--- src/spid_pkg.sv ---
// Shared constants, types and register reset values of the servo PID pulse controller.
package spid_pkg;

   // Fraction bits of the fixed-point gains (Q11.20 by default).
   localparam int GAIN_FRAC_BITS = 20;

   localparam int GAIN_W  = 32;
   localparam int POS_W   = 16;
   localparam int ERR_W   = POS_W + 1;
   localparam int DIFF_W  = ERR_W + 1;
   localparam int SUM_W   = 32;
   localparam int ACC_W   = 64;
   localparam int PULSE_W = 12;
   localparam int LIMIT_W = 15;
   localparam int OFFS_W  = 16;
   localparam int WIDE_W  = PULSE_W + 6;
   localparam int INDEX_W = 3;
   localparam int DATA_W  = 32;

   // Rounding bias that turns an arithmetic shift into truncation toward zero.
   localparam logic signed [ACC_W-1:0] TRUNC_BIAS =
      ACC_W'((64'd1 << GAIN_FRAC_BITS) - 64'd1);

   typedef logic signed [POS_W-1:0]   pos_type;
   typedef logic signed [ERR_W-1:0]   err_type;
   typedef logic signed [DIFF_W-1:0]  diff_type;
   typedef logic signed [SUM_W-1:0]   sum_type;
   typedef logic signed [GAIN_W-1:0]  gain_type;
   typedef logic signed [ACC_W-1:0]   acc_type;
   typedef logic [PULSE_W-1:0]        pulse_type;
   typedef logic [LIMIT_W-1:0]        limit_type;
   typedef logic signed [OFFS_W-1:0]  offs_type;
   typedef logic [INDEX_W-1:0]        index_type;
   typedef logic [DATA_W-1:0]         data_type;

   typedef enum logic [INDEX_W-1:0] {
      REG_GAIN_PROP    = 3'd0,
      REG_GAIN_INTEG   = 3'd1,
      REG_GAIN_DERIV   = 3'd2,
      REG_CENTRE_PULSE = 3'd3,
      REG_PULSE_MIN    = 3'd4,
      REG_PULSE_MAX    = 3'd5,
      REG_OFFSET_LIMIT = 3'd6
   } reg_index_type;

   typedef struct packed {
      gain_type  gain_prop;
      gain_type  gain_integ;
      gain_type  gain_deriv;
      pulse_type centre_pulse;
      pulse_type pulse_min;
      pulse_type pulse_max;
      limit_type offset_limit;
   } cfg_type;

   localparam cfg_type CFG_RESET = '{
      gain_prop:    -32'sd417333,
      gain_integ:   -32'sd10,
      gain_deriv:   -32'sd262134,
      centre_pulse: 12'd1500,
      pulse_min:    12'd500,
      pulse_max:    12'd2500,
      offset_limit: 15'd1000
   };

endpackage

--- src/spid_if.sv ---


interface spid_csr_if;
   import spid_pkg::*;
   logic      valid;
   logic      ready;
   index_type index;
   data_type  wdata;
   modport source (output valid, output index, output wdata, input ready);
   modport sink   (input valid, input index, input wdata, output ready);
endinterface

--- src/spid_csr.sv ---
// Configuration register file of the servo PID pulse controller.
module spid_csr (
   input  logic              clock,
   input  logic              reset,
   spid_csr_if.sink          csr_ch,
   output spid_pkg::cfg_type cfg
);
   import spid_pkg::*;

   cfg_type cfg_ff;
   cfg_type cfg_in;

   assign csr_ch.ready = 1'b1;
   assign cfg          = cfg_ff;

   always_comb begin
      cfg_in = cfg_ff;
      if (csr_ch.valid && csr_ch.ready) begin
         case (csr_ch.index)
            REG_GAIN_PROP:    cfg_in.gain_prop    = gain_type'(csr_ch.wdata);
            REG_GAIN_INTEG:   cfg_in.gain_integ   = gain_type'(csr_ch.wdata);
            REG_GAIN_DERIV:   cfg_in.gain_deriv   = gain_type'(csr_ch.wdata);
            REG_CENTRE_PULSE: cfg_in.centre_pulse = csr_ch.wdata[PULSE_W-1:0];
            REG_PULSE_MIN:    cfg_in.pulse_min    = csr_ch.wdata[PULSE_W-1:0];
            REG_PULSE_MAX:    cfg_in.pulse_max    = csr_ch.wdata[PULSE_W-1:0];
            REG_OFFSET_LIMIT: cfg_in.offset_limit = csr_ch.wdata[LIMIT_W-1:0];
            default:          cfg_in = cfg_ff;
         endcase
      end
   end

   always_ff @(posedge clock) begin
      if (reset) begin
         cfg_ff <= CFG_RESET;
      end else begin
         cfg_ff <= cfg_in;
      end
   end

endmodule

--- src/flat_wrapper.sv ---
// flat-port wrapper written by rule: the top's interface ports become plain ports
module spid_csr_flat import spid_pkg::*;
  (clock, reset, cfg, csr_ch_valid, csr_ch_index, csr_ch_wdata, csr_ch_ready);
  spid_csr_if csr_ch_i ();
  input  logic clock;
  input  logic reset;
  output spid_pkg::cfg_type cfg;
  input wire logic [$bits(csr_ch_i.valid)-1:0] csr_ch_valid;
  input wire logic [$bits(csr_ch_i.index)-1:0] csr_ch_index;
  input wire logic [$bits(csr_ch_i.wdata)-1:0] csr_ch_wdata;
  output wire logic [$bits(csr_ch_i.ready)-1:0] csr_ch_ready;
  assign csr_ch_i.valid = csr_ch_valid;
  assign csr_ch_i.index = csr_ch_index;
  assign csr_ch_i.wdata = csr_ch_wdata;
  assign csr_ch_ready = csr_ch_i.ready;
  spid_csr u_core (.clock(clock), .reset(reset), .csr_ch(csr_ch_i), .cfg(cfg));
endmodule
--- config.mk ---
export PLATFORM = sky130hd
export DESIGN_NAME = spid_csr_flat
export DESIGN_NICKNAME = d
export VERILOG_FILES = /design/src/spid_pkg.sv /design/src/spid_if.sv /design/src/spid_csr.sv /design/src/flat_wrapper.sv
export SDC_FILE = /design/constraint.sdc
export NUM_CORES = 1
export LEC_CHECK = 0
export ABC_AREA = 1
export BUFFER_PORTS_ARGS = -buffer_cell sky130_fd_sc_hd__buf_2
export CAP_MARGIN = 20
export CORE_AREA = 3 3 106 108
export DETAILED_ROUTE_END_ITERATION = 12
export DIE_AREA = 0 0 109 111
export PLACE_DENSITY = 0.79
export SLEW_MARGIN = 20
export SYNTH_ARGS = -nofsm -noshare
export SYNTH_HDL_FRONTEND = slang
export SYNTH_SLANG_ARGS = --single-unit
--- constraint.sdc ---
create_clock -name clock -period 1.6 [get_ports clock]
set_input_delay 0 -clock clock [delete_from_list [all_inputs] [get_ports clock]]
set_output_delay 0 -clock clock [all_outputs]
set_load 0.005 [all_outputs]
; Yosys cells after proc, flatten, opt, wreduce, memory -nomap -nowiden
; Cells that the tools add are included.
[word_totals]
reg_bits = 147
latch_bits = 0
mem_bits_rw = 0
mem_bits_ro = 0
in_bits = 38
out_inout_bits = 148
elab_cells = 21
mem_count = 0
[op_classes]
add_sub_neg = 0
n_mul = 0
div_mod_pow = 0
n_lt_le_gt_ge = 0
n_eq_ne = 6
n_shift = 0
n_mux = 0
n_bitwise = 0
n_reduce_logical = 8
[ops]
columns = cell, count
row1 = $reduce_and A2 Y1, 7
row2 = $eq A3 B3 Y1 const B, 3
row3 = $eq A3 B2 Y1 const B, 2
row4 = $eq A3 B1 Y1 const B, 1
row5 = $logic_not A3 Y1, 1

; Logic depth before layout (Yosys ltp)
[logic_depth]
word_depth = 2
mapped_depth = 6
depth_no_buf = 5

; Least setup slack after synthesis
; No wires, ideal clock.
[synth_timing]
path_type = in2reg
start = input reset
end = register u_core.cfg_ff, in the netlist u_core.cfg[111]
setup_ns = 0.130
t_arrival_ns = 0.702
t_required_ns = 1.470
setup_slack_ns = 0.768
stages = 4
n_path_buf = 2
cell_sequence = inv_1 -> clkbuf_1 -> clkbuf_1 -> nand3_1
[synth_lines]
columns = item, line_no
row1 = from (decl), flat_wrapper.sv:6  ; input logic reset;
row2 = to (signal assigned), spid_csr.sv:36  ; cfg_ff <= cfg_in;
row3 = to (decl), spid_csr.sv:10  ; cfg_type cfg_ff;
; No word-level cell between the ends.

; Worst setup path in the final report
[layout_timing]
start = input csr_ch_index[0]
end = register u_core.cfg_ff, in the netlist u_core.cfg[97]
[layout_between]
elab_chain_len = 2
[layout_rtl]
columns = item, line_no
row1 = from (decl), flat_wrapper.sv:9  ; input wire logic [$bits(csr_ch_i.index)-1:0] csr_ch_index;
row2 = $eq A3 B1 Y1, spid_csr.sv:19  ; case (csr_ch.index)
row3 = $reduce_and A2 Y1 (no source line), --
; Every way passes these cells.
; A chain may end at the register's enable or synchronous reset.

==> results.md <==
- The maximum count of clock buffers along a single path is 2.
- The maximum frequency from static timing analysis is 850.4 MHz.
- sky130_fd_sc_hd__dfxtp_1 takes more of the synthesized area than any other cell.
- STA classifies the critical path startpoint as an input port.
- The setup path with the least slack is of type input port to flip-flop.
- The final layout contains routed wiring with a total length of 16280 um.
- The net count of the mapped netlist is 777.
- In this run the core area contains 37 standard-cell rows.
- After synthesis, the cell types taking the most area are sky130_fd_sc_hd__dfxtp_1 54%, sky130_fd_sc_hd__nand2_1 17%, sky130_fd_sc_hd__nand3_1 14%.
- The mean instance size in the synthesized netlist is 7.329 um^2.
- The placed wire-length estimate after detailed placement is 11020 um.
- Setup repair after global routing left no endpoint under its margin.
- The worst hold path belongs to the class input port to flip-flop.
- The register with the most flip-flops in the layout has 147 of them.
- The cell repeated most along the worst path is sky130_fd_sc_hd__nand2_1.
- The cell area power density is 1122 nW/um^2.
- The proportion of total power due to net switching is 25.20%.
- The number of vias per cell after detailed routing is 5.065.
- The H-tree depth reported by CTS is 4.
- The arrival time reported for the critical path endpoint is 1.56 ns.
- Relative to the synthesized area, the layout overhead comes to 36.17%.
- The signal on the critical path passes through dlygate4sd3_1 -> buf_2 -> inv_2 -> nor2_1 -> nand2_1 -> buf_4 -> nand2_1 -> nand3_1.
- The cell leakage power is 3.667 nW.
- The initial core utilization is 52.47%.
- At the end of the flow, the number of nets in the layout was 989.
- The final non-filler cell total is 1099.
- After synthesis, the share of flip-flops with an asynchronous set or reset is 0%.
- The highest-delay cell along the critical path is sky130_fd_sc_hd__dlygate4sd3_1.
- The detailed router's first-iteration violation count is 485.
- Summed over all failing endpoints, the final setup total negative slack is 0 ns.
- The share of total power dissipated in combinational logic is 9.4%.
- Clock-pin slew was measured on the worst setup and hold paths at 0.06 ns.
- The die covers 12100 um^2.
- By count the netlist is led by 251 x sky130_fd_sc_hd__nand2_1, 147 x sky130_fd_sc_hd__dfxtp_1, 147 x sky130_fd_sc_hd__nand3_1.
- For this run, design rule violations remaining after detail routing come to 0.
- The post-synth design cell area is 5416 um^2.
- The sequential fraction of the synthesis area is 54.33%.
- After detailed placement, the design holds a cell count of 1033.
- The final critical-path share of the clock period is 73.50%.
- The number of antenna violations at the first check in global routing was 0.
- The warning count from the yosys run is 0.
- Entering global routing, the biggest net connects 73 pins.
- Synthesis handed over a netlist of 739 instances.
- The total overflow left after global routing is 0.
- The clock period could shrink to 1.176 ns.
- 0 antenna diodes ended up in the layout.
- The congestion estimate from routability-driven global placement came to 0.8176.
- Before antenna repair, the detailed router went through 5 iterations.
- TritonCTS built the clock tree.
- In this run the biggest area consumer among cell types represents 54.33% of the synthesized area.
- The flow ran to the end, and the final reports show no timing, DRC or antenna violations.
- The number of hold violations in the final report came to 0.
- The average routed wire per standard cell is 14.81 um.
- The count of distinct cell types in the synthesized netlist is 14.
- The detailed router placed 5566 vias in this run.
- The kind of end point of the critical path is a flip-flop.
- The number of global-route vias before repair was 5108.
- Internal power comes to 6.193 mW.
- The maximum vdd ir drop is 0.5998 mV.
- Setup violations remaining at the end of the flow were counted as 0.
- The floorplan step set the die height to 111 um.
- The sink count of the clock tree is 147.
- The leading register cell type out of synthesis is sky130_fd_sc_hd__dfxtp_1.
- Measured along the x axis, the die boundary spans 109 um.
- Among all cell types in the netlist, the one instantiated most often is sky130_fd_sc_hd__nand2_1.
- The number of max-slew violations in the final report was 0.
- After floorplanning, the core was sized to cover 10320 um^2.
- The maximum fanout encountered on the critical timing path is 14.
- After filler insertion, the fill cell instance count of the layout stands at 823.
- For this run, the total global-route usage over all layers was measured as 27.24%.
- The cell sitting at the root of the clock tree is a sky130_fd_sc_hd__clkbuf_8.
- The max-capacitance violation count is 0.
- The power share of the clock group is 44.0%.
- Input and output buffers added on the ports amount to 184.
- The post-route netlist has 25.55% of its cells at a drive strength greater than 1.
- Pin placement for this block handled 186 I/O pins.
- The later pin in the worst-skew pair is clocked with a latency of 0.51 ns.
- Counting flops and latches in the post-synthesis netlist gives 147.
- The required time of the critical path is 1.98 ns.
- Across the whole layout, storage elements account for 2943 um^2.
- The final clock skew is 0 ns.
- In the final layout, the multi-input gates occupy 2165 um^2.
- The number of buffers added by the clock tree synthesis step is 17.
- The synthesized design contains 0 enable-type register cells.
- Once detail routing completed, the nets flagged for antenna violations numbered 0.
- The first global-routing pass estimated 25980 um of wire.
- The largest stage delay on the critical path is 0.54 ns.
- Registers are responsible for 46.7% of the overall power.
- The total net switching power is 2.086 mW.
[stage by stage]
| stage | util, % | hold WS [ns] | setup WS [ns] | instance area, um^2 | power, mW |
|---|---|---|---|---|---|
| floorplan | - | 0.1132 | 0.7679 | 5416 | 4.304 |
| global placement | 62.76 | 0.2189 | 0.4765 | 6479 | 4.628 |
| detailed placement | 62.76 | 0.2265 | 0.4536 | 6479 | 4.639 |
| CTS | 71.45 | 0.03427 | 0.4444 | 7376 | 8.307 |
| global route | 71.45 | 0.06956 | 0.3414 | 7376 | 8.588 |
| finish | 71.45 | 0.05227 | 0.4240 | 7376 | 8.279 |
[path summary, 6_finish.rpt]
| path | from | endpoint | slack [ns] | depth (start not counted) |
|---|---|---|---|---|
| max | csr_ch_index[0] | u_core.cfg[97]$_SDFFE_PP1P_ | 0.42 | 8 |
| min | csr_ch_index[2] | u_core.cfg[50]$_SDFFE_PP0P_ | 0.05 | 6 |
| min reg2reg | u_core.cfg[26]$_SDFFE_PP1P_ | u_core.cfg[26]$_SDFFE_PP1P_ | 0.46 | 2 |
| max reg2reg | u_core.cfg[38]$_SDFFE_PP0P_ | u_core.cfg[38]$_SDFFE_PP0P_ | 0.99 | 2 |
[placed cells by master (no fill, tap or decap), drive strengths merged, types with 4 or more instances in the layout]
master       count
nand2          252
dfxtp          147
inv             30
nor2           121
clkinvlp         4
buf            203
clkinv           4
clkbuf          18
nand3          147
dlygate4sd3     35
[power by group through the flow]
stage / Combinational [mW] / Clock (mW) / Sequential (mW)
floorplan: 0.357 / 0 / 3.95
global placement: 0.692 / 0 / 3.94
detailed placement: 0.701 / 0 / 3.94
CTS: 0.770 / 3.68 / 3.86
global route: 0.867 / 3.85 / 3.87
finish: 0.776 / 3.64 / 3.86
[cells by family after synthesis]
group         Yosys count  share of synthesized area (%)
buf+inv                71                          5.705
flops                 147                          54.33
other cells             1                        0.06923
simple gates          520                          39.89
[critical path: cells and delay by family]
| kind | cells | cell delay [ns] |
|---|---|---|
| and+or+nand+nor | 4 | 0.54 |
| buffers and inverters | 4 | 1.02 |
[area by class of cell]
| class | instances | share of cell area (%) |
|---|---|---|
| repair buffers | 238 | 19.68 |
| flip-flops and latches | 147 | 39.90 |
| clock buffers | 18 | 5.666 |
| clock inverters | 13 | 1.747 |
| multi-input cells | 521 | 29.35 |
| well taps | 136 | 2.307 |
| inverters | 26 | 1.357 |
[metal layers]
| metal | vias up | GRT usage, % | part of all wire (%) |
|---|---|---|---|
| met5 | - | 0 | 0 |
| met4 | 0 | 12.29 | 3.3 |
| met3 | 41 | 6.407 | 7.4 |
| met2 | 232 | 43.04 | 47 |
| met1 | 2547 | 35.02 | 42 |
| li1 | 2746 | - | - |
[repair_timing]
action	4_1_cts	5_1_grt
resized for setup	0	0
setup buffers	0	0
hold endpoints to repair	137	0
setup endpoints to repair	0	0
hold buffers	35	0
(Power assumes the default switching activity.)
